File: src/sv/mspwm_pkg.sv
// Types, constants and the control program of the speed controller.
`default_nettype none
package mspwm_pkg;

	localparam int unsigned GAIN_FRAC_BITS_DEF = 24;

	localparam int unsigned GAIN_W  = 25;
	localparam int unsigned HZ_W    = 16;
	localparam int unsigned TGT_W   = 11;
	localparam int unsigned ERR_W   = 18;
	localparam int unsigned SUM_W   = 48;
	localparam int unsigned SPLIT_W = 24;
	localparam int unsigned MB_W    = 25;
	localparam int unsigned DATA_W  = 32;
	localparam int unsigned PADDR_W = 5;
	localparam int unsigned IDX_LSB = 2;
	localparam int unsigned PC_W    = 4;

	// The upper half of ki*I is held within +-2^26 before it is shifted up.
	// Past that point the total is so far outside one that the clamp decides alone.
	// The held value needs a sign bit on top of 2^26 itself.
	localparam int unsigned HI_LIM_LOG2 = 26;
	localparam int unsigned HI_C_W      = HI_LIM_LOG2 + 2;

	localparam logic [GAIN_W-1:0] PROP_GAIN_RST   = 25'd1678;
	localparam logic [GAIN_W-1:0] INTEG_GAIN_RST  = 25'd839;
	localparam logic [GAIN_W-1:0] DERIV_GAIN_RST  = 25'd168;
	localparam logic [HZ_W-1:0]   PWM_NEUTRAL_RST = 16'd1500;
	localparam logic [HZ_W-1:0]   PWM_SPAN_RST    = 16'd500;

	localparam logic signed [SUM_W-1:0] SUM_MAX = {1'b0, {(SUM_W-1){1'b1}}};
	localparam logic signed [SUM_W-1:0] SUM_MIN = {1'b1, {(SUM_W-1){1'b0}}};

	typedef enum logic [2:0] {
		REG_PROP_GAIN   = 3'd0,
		REG_INTEG_GAIN  = 3'd1,
		REG_DERIV_GAIN  = 3'd2,
		REG_PWM_NEUTRAL = 3'd3,
		REG_PWM_SPAN    = 3'd4
	} reg_idx_t;

	typedef enum logic [2:0] {
		MUL_KP_E   = 3'd0,
		MUL_KD_DE  = 3'd1,
		MUL_KI_LO  = 3'd2,
		MUL_KI_HI  = 3'd3,
		MUL_U_SPAN = 3'd4
	} mul_sel_t;

	typedef enum logic [1:0] {
		ACC_HOLD   = 2'd0,
		ACC_CLEAR  = 2'd1,
		ACC_ADD_P  = 2'd2,
		ACC_ADD_HI = 2'd3
	} acc_op_t;

	typedef enum logic [1:0] {
		JC_NONE       = 2'd0,
		JC_NOT_ACCEPT = 2'd1,
		JC_OUT_BUSY   = 2'd2
	} jump_cond_t;

	typedef struct packed {
		jump_cond_t      cond;
		logic [PC_W-1:0] target;
		logic            last;
		logic            front_en;
		logic            mul_en;
		mul_sel_t        mul_sel;
		acc_op_t         acc_op;
		logic            clamp_en;
		logic            load_out;
	} ucode_t;

	localparam logic [PC_W-1:0] PC_WAIT   = 4'd0;
	localparam logic [PC_W-1:0] PC_KP     = 4'd1;
	localparam logic [PC_W-1:0] PC_KD     = 4'd2;
	localparam logic [PC_W-1:0] PC_KI_LO  = 4'd3;
	localparam logic [PC_W-1:0] PC_KI_HI  = 4'd4;
	localparam logic [PC_W-1:0] PC_SUM_HI = 4'd5;
	localparam logic [PC_W-1:0] PC_CLAMP  = 4'd6;
	localparam logic [PC_W-1:0] PC_SCALE  = 4'd7;
	localparam logic [PC_W-1:0] PC_FINISH = 4'd8;

	// Control store: one word per step of the program.
	function automatic ucode_t ucode(input logic [PC_W-1:0] pc);
		ucode_t w;
		w = '{cond: JC_NONE, target: PC_WAIT, last: 1'b0, front_en: 1'b0, mul_en: 1'b0,
			mul_sel: MUL_KP_E, acc_op: ACC_HOLD, clamp_en: 1'b0, load_out: 1'b0};
		case (pc)
			PC_WAIT: begin
				w.cond     = JC_NOT_ACCEPT;
				w.target   = PC_WAIT;
				w.front_en = 1'b1;
				w.acc_op   = ACC_CLEAR;
			end
			PC_KP: begin
				w.mul_en  = 1'b1;
				w.mul_sel = MUL_KP_E;
			end
			PC_KD: begin
				w.mul_en  = 1'b1;
				w.mul_sel = MUL_KD_DE;
				w.acc_op  = ACC_ADD_P;
			end
			PC_KI_LO: begin
				w.mul_en  = 1'b1;
				w.mul_sel = MUL_KI_LO;
				w.acc_op  = ACC_ADD_P;
			end
			PC_KI_HI: begin
				w.mul_en  = 1'b1;
				w.mul_sel = MUL_KI_HI;
				w.acc_op  = ACC_ADD_P;
			end
			PC_SUM_HI: begin
				w.acc_op = ACC_ADD_HI;
			end
			PC_CLAMP: begin
				w.clamp_en = 1'b1;
			end
			PC_SCALE: begin
				w.mul_en  = 1'b1;
				w.mul_sel = MUL_U_SPAN;
			end
			PC_FINISH: begin
				w.cond     = JC_OUT_BUSY;
				w.target   = PC_FINISH;
				w.last     = 1'b1;
				w.load_out = 1'b1;
			end
			default: begin
				w.last = 1'b1;
			end
		endcase
		return w;
	endfunction

endpackage
`default_nettype wire

File: src/sv/mspwm_ifs.sv
// Handshake channels of the speed controller: request in, result out.
`default_nettype none
interface mspwm_req_if;
	logic                                      valid;
	logic                                      ready;
	logic signed [mspwm_pkg::TGT_W-1:0]        target_hz;
	logic        [mspwm_pkg::HZ_W-1:0]         measured_hz;

	modport source (output valid, output target_hz, output measured_hz, input ready);
	modport sink (input valid, input target_hz, input measured_hz, output ready);
endinterface

interface mspwm_rsp_if;
	logic                             valid;
	logic                             ready;
	logic [mspwm_pkg::HZ_W-1:0]       pwm_compare;
	logic                             drive_clamped;

	modport source (output valid, output pwm_compare, output drive_clamped, input ready);
	modport sink (input valid, input pwm_compare, input drive_clamped, output ready);
endinterface
`default_nettype wire

File: src/sv/motor_speed_pid_to_pwm_top.sv
// Speed PID controller that turns a target and a measured frequency into a PWM compare value.
`default_nettype none
// Each request on speed carries a target and a measured motor frequency in hertz; the block
// answers with one result on drive: the PWM compare value and a flag that is set when the
// controller output ran into a limit. A negative target counts as zero. The error feeds a
// 48-bit saturating integral and a difference against the previous error, and the three
// terms are weighted by the gains (GAIN_FRAC_BITS fraction bits, so one is
// 2^GAIN_FRAC_BITS), clamped to plus or minus one and mapped onto
// pwm_neutral .. pwm_neutral+pwm_span. A new request is taken only when the program is back
// at its first step: one 25-bit by 25-bit multiplier is shared by all products, and a
// nine-step program in a read-only control store walks the datapath through them, one
// product per step. The result register loads in the last step; while it holds a result not
// yet taken the next request is already accepted and worked on, and the program waits in
// its last step only if a second result is ready before the first one has left. Gains and
// the PWM window sit behind an APB port at byte addresses 0, 4, 8, 12 and 16 and read back;
// they are meant to be written only while no request is in flight.
module motor_speed_pid_to_pwm_top #(
	parameter int unsigned GAIN_FRAC_BITS = mspwm_pkg::GAIN_FRAC_BITS_DEF
) (
	input  wire logic                                 clk,
	input  wire logic                                 arst_n,
	mspwm_req_if.sink                                 speed,
	mspwm_rsp_if.source                               drive,
	input  wire logic                                 psel,
	input  wire logic                                 penable,
	input  wire logic                                 pwrite,
	input  wire logic [mspwm_pkg::PADDR_W-1:0]        paddr,
	input  wire logic [mspwm_pkg::DATA_W-1:0]         pwdata,
	output logic      [mspwm_pkg::DATA_W-1:0]         prdata,
	output logic                                      pready
);

	// The multiplier's unsigned operand carries either a gain or the clamped drive u,
	// which needs one bit above the fraction to hold exactly one.
	localparam int unsigned U_W   = GAIN_FRAC_BITS + 1;
	localparam int unsigned MA_W  = (U_W > mspwm_pkg::GAIN_W) ? U_W : mspwm_pkg::GAIN_W;
	localparam int unsigned P_W   = MA_W + 1 + mspwm_pkg::MB_W;
	localparam int unsigned ACC_W = P_W + 2;
	localparam int unsigned ERR_W = mspwm_pkg::ERR_W;
	localparam int unsigned SUM_W = mspwm_pkg::SUM_W;
	localparam int unsigned HZ_W  = mspwm_pkg::HZ_W;
	localparam int unsigned GN_W  = mspwm_pkg::GAIN_W;
	localparam int unsigned SPL_W = mspwm_pkg::SPLIT_W;
	localparam int unsigned HC_W  = mspwm_pkg::HI_C_W;

	localparam logic signed [ACC_W-1:0] ONE     = $signed(ACC_W'(1) << GAIN_FRAC_BITS);
	localparam logic signed [ACC_W-1:0] NEG_ONE = -ONE;
	localparam logic signed [P_W-1:0]   HI_LIM  = $signed(P_W'(1) << mspwm_pkg::HI_LIM_LOG2);
	localparam logic signed [P_W-1:0]   HI_LIM_N = -HI_LIM;

	// Configuration registers.
	logic [GN_W-1:0] prop_gain_q;
	logic [GN_W-1:0] integ_gain_q;
	logic [GN_W-1:0] deriv_gain_q;
	logic [HZ_W-1:0] pwm_neutral_q;
	logic [HZ_W-1:0] pwm_span_q;

	logic                          cfg_wr;
	mspwm_pkg::reg_idx_t           cfg_idx;

	// Sequencer.
	logic [mspwm_pkg::PC_W-1:0]    pc_q;
	logic [mspwm_pkg::PC_W-1:0]    pc_d;
	mspwm_pkg::ucode_t             cw;
	logic                          accept;
	logic                          out_busy;
	logic                          jump;

	// Controller state and working registers.
	logic signed [ERR_W-1:0]       last_err_q;
	logic signed [SUM_W-1:0]       sum_q;
	logic signed [ERR_W-1:0]       e_q;
	logic signed [ERR_W-1:0]       de_q;
	logic signed [P_W-1:0]         p_q;
	logic signed [ACC_W-1:0]       acc_q;
	logic        [U_W-1:0]         u_q;
	logic                          neg_q;
	logic                          clamp_q;

	// Result register.
	logic                          out_valid_q;
	logic [HZ_W-1:0]               out_pwm_q;
	logic                          out_flag_q;

	// Front end.
	logic [mspwm_pkg::TGT_W-2:0]   tgt_pos;
	logic signed [ERR_W-1:0]       e_d;
	logic signed [ERR_W-1:0]       de_d;
	logic signed [SUM_W:0]         sum_wide;
	logic signed [SUM_W-1:0]       sum_d;

	// Datapath.
	logic [MA_W-1:0]                     mul_a;
	logic signed [mspwm_pkg::MB_W-1:0]   mul_b;
	logic signed [P_W-1:0]               prod;
	logic signed [HC_W-1:0]              hi_c;
	logic signed [ACC_W-1:0]             hi_term;
	logic signed [ACC_W-1:0]             acc_d;
	logic [HZ_W-1:0]                     quot;
	logic [HZ_W:0]                       mapped;
	logic [HZ_W:0]                       top;
	logic [HZ_W:0]                       pwm_lim;
	logic                                pwm_ovf;
	logic [HZ_W-1:0]                     pwm_fin;
	logic                                flag_fin;

	// ---------------------------------------------------------------------------------------
	// APB configuration port. Writes complete in the access phase; there are no wait states.
	// ---------------------------------------------------------------------------------------
	assign pready  = 1'b1;
	assign cfg_wr  = psel & penable & pwrite & pready;
	assign cfg_idx = mspwm_pkg::reg_idx_t'(paddr[mspwm_pkg::PADDR_W-1:mspwm_pkg::IDX_LSB]);

	always_ff @(posedge clk or negedge arst_n) begin
		if (!arst_n) begin
			prop_gain_q   <= mspwm_pkg::PROP_GAIN_RST;
			integ_gain_q  <= mspwm_pkg::INTEG_GAIN_RST;
			deriv_gain_q  <= mspwm_pkg::DERIV_GAIN_RST;
			pwm_neutral_q <= mspwm_pkg::PWM_NEUTRAL_RST;
			pwm_span_q    <= mspwm_pkg::PWM_SPAN_RST;
		end else if (cfg_wr) begin
			case (cfg_idx)
				mspwm_pkg::REG_PROP_GAIN:   prop_gain_q   <= pwdata[GN_W-1:0];
				mspwm_pkg::REG_INTEG_GAIN:  integ_gain_q  <= pwdata[GN_W-1:0];
				mspwm_pkg::REG_DERIV_GAIN:  deriv_gain_q  <= pwdata[GN_W-1:0];
				mspwm_pkg::REG_PWM_NEUTRAL: pwm_neutral_q <= pwdata[HZ_W-1:0];
				mspwm_pkg::REG_PWM_SPAN:    pwm_span_q    <= pwdata[HZ_W-1:0];
				default: begin
				end
			endcase
		end
	end

	always_comb begin
		case (cfg_idx)
			mspwm_pkg::REG_PROP_GAIN:   prdata = mspwm_pkg::DATA_W'(prop_gain_q);
			mspwm_pkg::REG_INTEG_GAIN:  prdata = mspwm_pkg::DATA_W'(integ_gain_q);
			mspwm_pkg::REG_DERIV_GAIN:  prdata = mspwm_pkg::DATA_W'(deriv_gain_q);
			mspwm_pkg::REG_PWM_NEUTRAL: prdata = mspwm_pkg::DATA_W'(pwm_neutral_q);
			mspwm_pkg::REG_PWM_SPAN:    prdata = mspwm_pkg::DATA_W'(pwm_span_q);
			default:                    prdata = '0;
		endcase
	end

	// ---------------------------------------------------------------------------------------
	// Sequencer. The control word of the current step comes from the read-only program in
	// the package. A step either falls through, returns to the start after the last step,
	// or jumps to its target when its condition holds; both conditional steps jump to
	// themselves, which is how the program waits for a request and for a free result slot.
	// ---------------------------------------------------------------------------------------
	assign cw          = mspwm_pkg::ucode(pc_q);
	assign speed.ready = cw.front_en;
	assign accept      = speed.valid & speed.ready;
	assign out_busy    = out_valid_q & ~drive.ready;

	always_comb begin
		case (cw.cond)
			mspwm_pkg::JC_NOT_ACCEPT: jump = ~accept;
			mspwm_pkg::JC_OUT_BUSY:   jump = out_busy;
			default:                  jump = 1'b0;
		endcase
		if (jump) begin
			pc_d = cw.target;
		end else if (cw.last) begin
			pc_d = mspwm_pkg::PC_WAIT;
		end else begin
			pc_d = pc_q + mspwm_pkg::PC_W'(1);
		end
	end

	always_ff @(posedge clk or negedge arst_n) begin
		if (!arst_n) begin
			pc_q <= mspwm_pkg::PC_WAIT;
		end else begin
			pc_q <= pc_d;
		end
	end

	// ---------------------------------------------------------------------------------------
	// Front end, taken with the request: error, difference and the saturating integral.
	// The error spans -65535 .. 1023 and the difference of two errors still fits 18 bits.
	// ---------------------------------------------------------------------------------------
	assign tgt_pos  = speed.target_hz[mspwm_pkg::TGT_W-1] ? '0 :
		speed.target_hz[mspwm_pkg::TGT_W-2:0];
	assign e_d      = $signed(ERR_W'(tgt_pos)) - $signed(ERR_W'(speed.measured_hz));
	assign de_d     = e_d - last_err_q;
	assign sum_wide = $signed({sum_q[SUM_W-1], sum_q}) + (SUM_W+1)'(e_d);
	assign sum_d    = (sum_wide[SUM_W] != sum_wide[SUM_W-1]) ?
		(sum_wide[SUM_W] ? mspwm_pkg::SUM_MIN : mspwm_pkg::SUM_MAX) :
		sum_wide[SUM_W-1:0];

	always_ff @(posedge clk or negedge arst_n) begin
		if (!arst_n) begin
			last_err_q <= '0;
			sum_q      <= '0;
		end else if (accept) begin
			last_err_q <= e_d;
			sum_q      <= sum_d;
		end
	end

	always_ff @(posedge clk) begin
		if (accept) begin
			e_q  <= e_d;
			de_q <= de_d;
		end
	end

	// ---------------------------------------------------------------------------------------
	// Shared multiplier. The integral is split into a signed upper and an unsigned lower
	// 24-bit half so that every product stays within one 25 by 25 bit multiply; the two
	// halves are summed back in the accumulator.
	// ---------------------------------------------------------------------------------------
	always_comb begin
		case (cw.mul_sel)
			mspwm_pkg::MUL_KP_E: begin
				mul_a = MA_W'(prop_gain_q);
				mul_b = mspwm_pkg::MB_W'(e_q);
			end
			mspwm_pkg::MUL_KD_DE: begin
				mul_a = MA_W'(deriv_gain_q);
				mul_b = mspwm_pkg::MB_W'(de_q);
			end
			mspwm_pkg::MUL_KI_LO: begin
				mul_a = MA_W'(integ_gain_q);
				mul_b = $signed({1'b0, sum_q[SPL_W-1:0]});
			end
			mspwm_pkg::MUL_KI_HI: begin
				mul_a = MA_W'(integ_gain_q);
				mul_b = $signed({sum_q[SUM_W-1], sum_q[SUM_W-1:SPL_W]});
			end
			mspwm_pkg::MUL_U_SPAN: begin
				mul_a = MA_W'(u_q);
				mul_b = $signed(mspwm_pkg::MB_W'(pwm_span_q));
			end
			default: begin
				mul_a = '0;
				mul_b = '0;
			end
		endcase
	end

	assign prod = $signed({1'b0, mul_a}) * mul_b;

	always_ff @(posedge clk) begin
		if (cw.mul_en) begin
			p_q <= prod;
		end
	end

	// ---------------------------------------------------------------------------------------
	// Accumulator. The upper integral product is held within +-2^26 before its shift; a
	// larger one would put the sum far outside one with the same sign, so the clamp below
	// gives the same answer.
	// ---------------------------------------------------------------------------------------
	always_comb begin
		if (p_q > HI_LIM) begin
			hi_c = HI_LIM[HC_W-1:0];
		end else if (p_q < HI_LIM_N) begin
			hi_c = HI_LIM_N[HC_W-1:0];
		end else begin
			hi_c = p_q[HC_W-1:0];
		end
		hi_term = $signed({{(ACC_W-HC_W-SPL_W){hi_c[HC_W-1]}}, hi_c, SPL_W'(0)});
		case (cw.acc_op)
			mspwm_pkg::ACC_CLEAR:  acc_d = '0;
			mspwm_pkg::ACC_ADD_P:  acc_d = acc_q + ACC_W'(p_q);
			mspwm_pkg::ACC_ADD_HI: acc_d = acc_q + hi_term;
			default:               acc_d = acc_q;
		endcase
	end

	always_ff @(posedge clk) begin
		acc_q <= acc_d;
	end

	// Clamp of u to [-one, +one]. A negative u drives the neutral value, so only its sign
	// is kept and the scaling step multiplies by zero.
	always_ff @(posedge clk) begin
		if (cw.clamp_en) begin
			neg_q   <= acc_q[ACC_W-1];
			clamp_q <= (acc_q > ONE) || (acc_q < NEG_ONE);
			if (acc_q[ACC_W-1]) begin
				u_q <= '0;
			end else if (acc_q > ONE) begin
				u_q <= ONE[U_W-1:0];
			end else begin
				u_q <= acc_q[U_W-1:0];
			end
		end
	end

	// ---------------------------------------------------------------------------------------
	// Mapping onto the PWM window and the result register.
	// ---------------------------------------------------------------------------------------
	assign quot     = p_q[GAIN_FRAC_BITS +: HZ_W];
	assign mapped   = {1'b0, pwm_neutral_q} + {1'b0, quot};
	assign top      = {1'b0, pwm_neutral_q} + {1'b0, pwm_span_q};
	assign pwm_lim  = (mapped > top) ? top : mapped;
	assign pwm_ovf  = pwm_lim[HZ_W];
	assign pwm_fin  = pwm_ovf ? {HZ_W{1'b1}} : pwm_lim[HZ_W-1:0];
	assign flag_fin = clamp_q | (neg_q & (pwm_span_q != '0)) | pwm_ovf;

	always_ff @(posedge clk or negedge arst_n) begin
		if (!arst_n) begin
			out_valid_q <= 1'b0;
		end else if (cw.load_out && !out_busy) begin
			out_valid_q <= 1'b1;
		end else if (drive.ready) begin
			out_valid_q <= 1'b0;
		end
	end

	always_ff @(posedge clk) begin
		if (cw.load_out && !out_busy) begin
			out_pwm_q  <= pwm_fin;
			out_flag_q <= flag_fin;
		end
	end

	assign drive.valid         = out_valid_q;
	assign drive.pwm_compare   = out_pwm_q;
	assign drive.drive_clamped = out_flag_q;

endmodule
`default_nettype wire

File: src/flat_wrapper.sv
// flat-port wrapper written by rule: the top's interface ports become plain ports
module motor_speed_pid_to_pwm_top_flat 
#(
	parameter int unsigned GAIN_FRAC_BITS = mspwm_pkg::GAIN_FRAC_BITS_DEF
)
  (clk, arst_n, psel, penable, pwrite, paddr, pwdata, prdata, pready, speed_valid, speed_target_hz, speed_measured_hz, speed_ready, drive_valid, drive_pwm_compare, drive_drive_clamped, drive_ready);
  mspwm_req_if speed_i ();
  mspwm_rsp_if drive_i ();
  input  wire logic clk;
  input  wire logic arst_n;
  input  wire logic psel;
  input  wire logic penable;
  input  wire logic pwrite;
  input  wire logic [mspwm_pkg::PADDR_W-1:0] paddr;
  input  wire logic [mspwm_pkg::DATA_W-1:0] pwdata;
  output logic      [mspwm_pkg::DATA_W-1:0] prdata;
  output logic pready;
  input wire logic [$bits(speed_i.valid)-1:0] speed_valid;
  input wire logic [$bits(speed_i.target_hz)-1:0] speed_target_hz;
  input wire logic [$bits(speed_i.measured_hz)-1:0] speed_measured_hz;
  output wire logic [$bits(speed_i.ready)-1:0] speed_ready;
  output wire logic [$bits(drive_i.valid)-1:0] drive_valid;
  output wire logic [$bits(drive_i.pwm_compare)-1:0] drive_pwm_compare;
  output wire logic [$bits(drive_i.drive_clamped)-1:0] drive_drive_clamped;
  input wire logic [$bits(drive_i.ready)-1:0] drive_ready;
  assign speed_i.valid = speed_valid;
  assign speed_i.target_hz = speed_target_hz;
  assign speed_i.measured_hz = speed_measured_hz;
  assign speed_ready = speed_i.ready;
  assign drive_valid = drive_i.valid;
  assign drive_pwm_compare = drive_i.pwm_compare;
  assign drive_drive_clamped = drive_i.drive_clamped;
  assign drive_i.ready = drive_ready;
  motor_speed_pid_to_pwm_top #(.GAIN_FRAC_BITS(GAIN_FRAC_BITS)) u_core (.clk(clk), .arst_n(arst_n), .speed(speed_i), .drive(drive_i), .psel(psel), .penable(penable), .pwrite(pwrite), .paddr(paddr), .pwdata(pwdata), .prdata(prdata), .pready(pready));
endmodule
File: config.mk
export PLATFORM = sky130hd
export DESIGN_NAME = motor_speed_pid_to_pwm_top_flat
export DESIGN_NICKNAME = d
export VERILOG_FILES = /design/src/sv/mspwm_pkg.sv /design/src/sv/mspwm_ifs.sv /design/src/sv/motor_speed_pid_to_pwm_top.sv /design/src/flat_wrapper.sv
export SDC_FILE = /design/constraint.sdc
export NUM_CORES = 2
export LEC_CHECK = 0
export ABC_AREA = 1
export BUFFER_PORTS_ARGS = -buffer_cell sky130_fd_sc_hd__buf_4
export CAP_MARGIN = 20
export CORE_AREA = 5 5 296 298
export CTS_BUF_LIST = sky130_fd_sc_hd__clkbuf_16
export CTS_CLUSTER_SIZE = 16
export DETAILED_ROUTE_END_ITERATION = 10
export DIE_AREA = 0 0 301 303
export HOLD_SLACK_MARGIN = 0.12
export PLACE_DENSITY = 0.76
export SYNTH_ARGS = -nofsm -noshare
export SYNTH_HDL_FRONTEND = slang
export SYNTH_SLANG_ARGS = --single-unit
File: constraint.sdc
create_clock -name clk -period 13.1 [get_ports clk]
set_input_delay 1.31 -clock clk [delete_from_list [all_inputs] [get_ports clk]]
set_output_delay 1.31 -clock clk [all_outputs]
set_load 0.01 [all_outputs]
==> impl_metrics.toml <==
[sta]
tns_ns = 0
rsz0062_at_grt = "false"
hold_viol = 0
report.final.slew_viol_count = 0
worst_pin_slew_ns = 1.27
fmax_mhz = 101
max_slew_margin = 0.143
period_minus_slack_ns = 9.91
setup_viol = 0
finalCritPeriodShare = 0.757
finalClockSkew_ns = 0.0277

[job]
max_cap_violations = 0

[synthesis]
synth_top_cell_by_area = "fa_1"
yosysTopAreaCellShare = 0.212
yosysWarnings = 0
synth_top_cells_by_area = "fa_1, nand2_1, edfxtp_1"
ys_async_sr_fraction = 0.492
synthCells = 6650
syn-cell-area_um2 = 50200
yosysMostFrequentCell = "nand2_1"
ys_seq_area_frac = 0.198
synth_common_cells = "nand2_1, inv_1, nor2_1, fa_1, ha_1"
ys_ff_latch = 360
synth-main-ff-cell = "edfxtp_1"
synth.distinct_cells = 60
syn_area_per_cell_um2 = 7.55
synth_edf_count = 183

[route]
post_drt_via_cell_ratio = 5.87
vias = 46100
first_pass_iters = 9
drc_errors = 0
drt-initial-drc-count = 4905
routed_wl_um = 172000
ant_nets = 0
avgRoutedWirePerCell_um = 22.0

[critical_path]
r2r_cells = 32
cp-endpoint = "u_core.p_q[48]"
crit_arrival_ns = 10.22
startpoint_type = "flop"
r2r-end = "u_core.p_q[48]"
slowest_stage = "inv_1"
r2r_slack_ns = 3.19
critPathMostFrequentCell = "inv_1"
critPathMaxStageDelay_ns = 0.68
critPathKind = "reg2reg"
cp.required_ns = 13.41
crit_path_max_fanout = 26
timing.rr.start = "u_core.pc_q[0]"
cp-end-kind = "flop"
startpoint = "u_core.pc_q[0]"

[floorplan]
initial_utilization = 0.593
core_um2 = 84600
dieHeight_um = 303
row_count = 107
dieWidth_um = 301
die_area_um2 = 91200
ios = 123

[cts]
clkTransAtPathRegs_ns = 0.07
post_cts_buffers = 0
ctsResizeCount = 0
clock_latency_ns = 0.57
cts_root_buf = "clkbuf_16"
cts.sinks = 360
clock_path_buffers = 3
tritoncts = "done"
hold_buffers = 0
cts_inserted_buffers = 39
cts_htree_levels = 2

[finish]
drive_gt1_frac = 0.0576
area_delta_synth_final_pct = 6.00
antenna_cells = 0
final_nets = 7698

[placed_design]
dp_hpwl_um = 140000
gp_congestion = 1.05
io_buffers = 105

[grt]
grt_use_total = 0.373
antenna_found_initial = 2
grt-ovfl-total = 0
grt_pass1_vias = 45200
grt_pass1_wl_um = 260000
grt_max_degree = 80

[min_path]
min_from = "u_core.last_err_q[9]"
hold_path.class = "reg2reg"

[outcome]
outcome = "completed"
==> stage by stage <==
step / util / hold WS [ns] / instances / setup slack (ns) / area, um^2
after global placement: 0.614 / 0.468 / 7769 / 3.51 / 51900
after CTS: 0.628 / 0.489 / 7841 / 3.42 / 53100
after global routing: 0.629 / 0.495 / 7845 / 2.94 / 53200
final: 0.629 / 0.490 / 7845 / 3.19 / 53200
after detailed placement: 0.614 / 0.472 / 7769 / 3.43 / 51900
after floorplan: - / 0.453 / 6656 / 5.65 / 50200
==> cell type report <==
class,instances,area [um^2]
Tap cell,1144,1430
Clock buffer,42,1050
Timing Repair Buffer,164,1280
Multi-Input combinational cell,4785,34400
Sequential cell,360,9960
Inverter,1320,4960
Clock inverter,30,183
Fill cell,7724,31400
==> cells by family (layout without fill, tap and decap cells) <==
| logic type | count (synthesis) | count (layout) | synth area share |
|---|---|---|---|
| and+or+nand+nor | 2737 | 2737 | 0.224 |
| other | 2 | 8 | 0.000150 |
| xor gates and xnor gates | 132 | 132 | 0.0230 |
| AOI/OAI and AO/OA | 951 | 951 | 0.118 |
| buffers and inverters | 1511 | 1556 | 0.119 |
| adders and majority gates | 957 | 957 | 0.318 |
| DFF | 360 | 360 | 0.198 |
==> state kept, by name, summed over array words and instances, names as in the netlist <==
signal	count
u_core.neg_q	1
u_core.de_q	18
u_core.pc_q	4
u_core.e_q	17
u_core.last_err_q	17
u_core.acc_q	53
u_core.sum_q	48
u_core.p_q	51
u_core.pwm_neutral_q	16
u_core.u_q	25
u_core.integ_gain_q	25
u_core.drive.drive_clamped	1
u_core.pwm_span_q	16
u_core.deriv_gain_q	25
u_core.prop_gain_q	25
u_core.clamp_q	1
u_core.drive.pwm_compare	16
u_core.drive.valid	1
==> per-layer routing <==
metal | vias to the layer above | share of wire | GRT usage
li1 | 21000 | - | -
met1 | 22100 | 0.39 | 0.493
met2 | 2455 | 0.44 | 0.588
met3 | 545 | 0.11 | 0.0827
met4 | 2 | 0.063 | 0.179
met5 | - | 0.000075 | 0
==> worst min path at each step <==
stage	end	slack, ns	cells after the start
after floorplan	u_core.integ_gain_q[16]	0.45	2
after global placement	u_core.last_err_q[15]	0.47	2
after detailed placement	u_core.last_err_q[4]	0.47	2
after CTS	u_core.last_err_q[4]	0.49	2
after global routing	u_core.last_err_q[4]	0.49	2
final	u_core.last_err_q[9]	0.49	2
==> placed cells by master (no fill, tap or decap), types with 12 or more instances in the layout <==
cell	n
nand2_1	1535
inv_1	1283
nor2_1	699
fa_1	533
ha_1	424
a21oi_1	325
o21ai_0	302
nand3_1	236
edfxtp_1	183
buf_4	160
dfrtp_1	149
xor2_1	95
nand4_1	88
o21bai_1	63
a21boi_0	56
nor3_1	52
or2_2	46
clkbuf_16	42
inv_2	37
xnor2_1	37
nor4_1	29
dfstp_2	28
a31oi_1	27
a22o_1	26
a221oi_1	26
a21o_1	25
and2_1	19
o22ai_1	17
a221oi_2	14
o21a_1	13
o211ai_1	13
a221oi_4	12
clkinv_1	12
==> worst max-delay path: cells and delay by family, from the launching register on <==
kind | cells | cell delay [ns]
xor gates and xnor gates | 1 | 0.08
buffers and inverters | 10 | 1.55
and+or+nand+nor | 10 | 2.70
DFF | 1 | 0.42
adders and majority gates | 9 | 4.29
AOI/OAI and AO/OA | 2 | 0.57
Power is not shown: default switching activity piles up to over one toggle a cycle in this logic, so the estimate is an artifact.
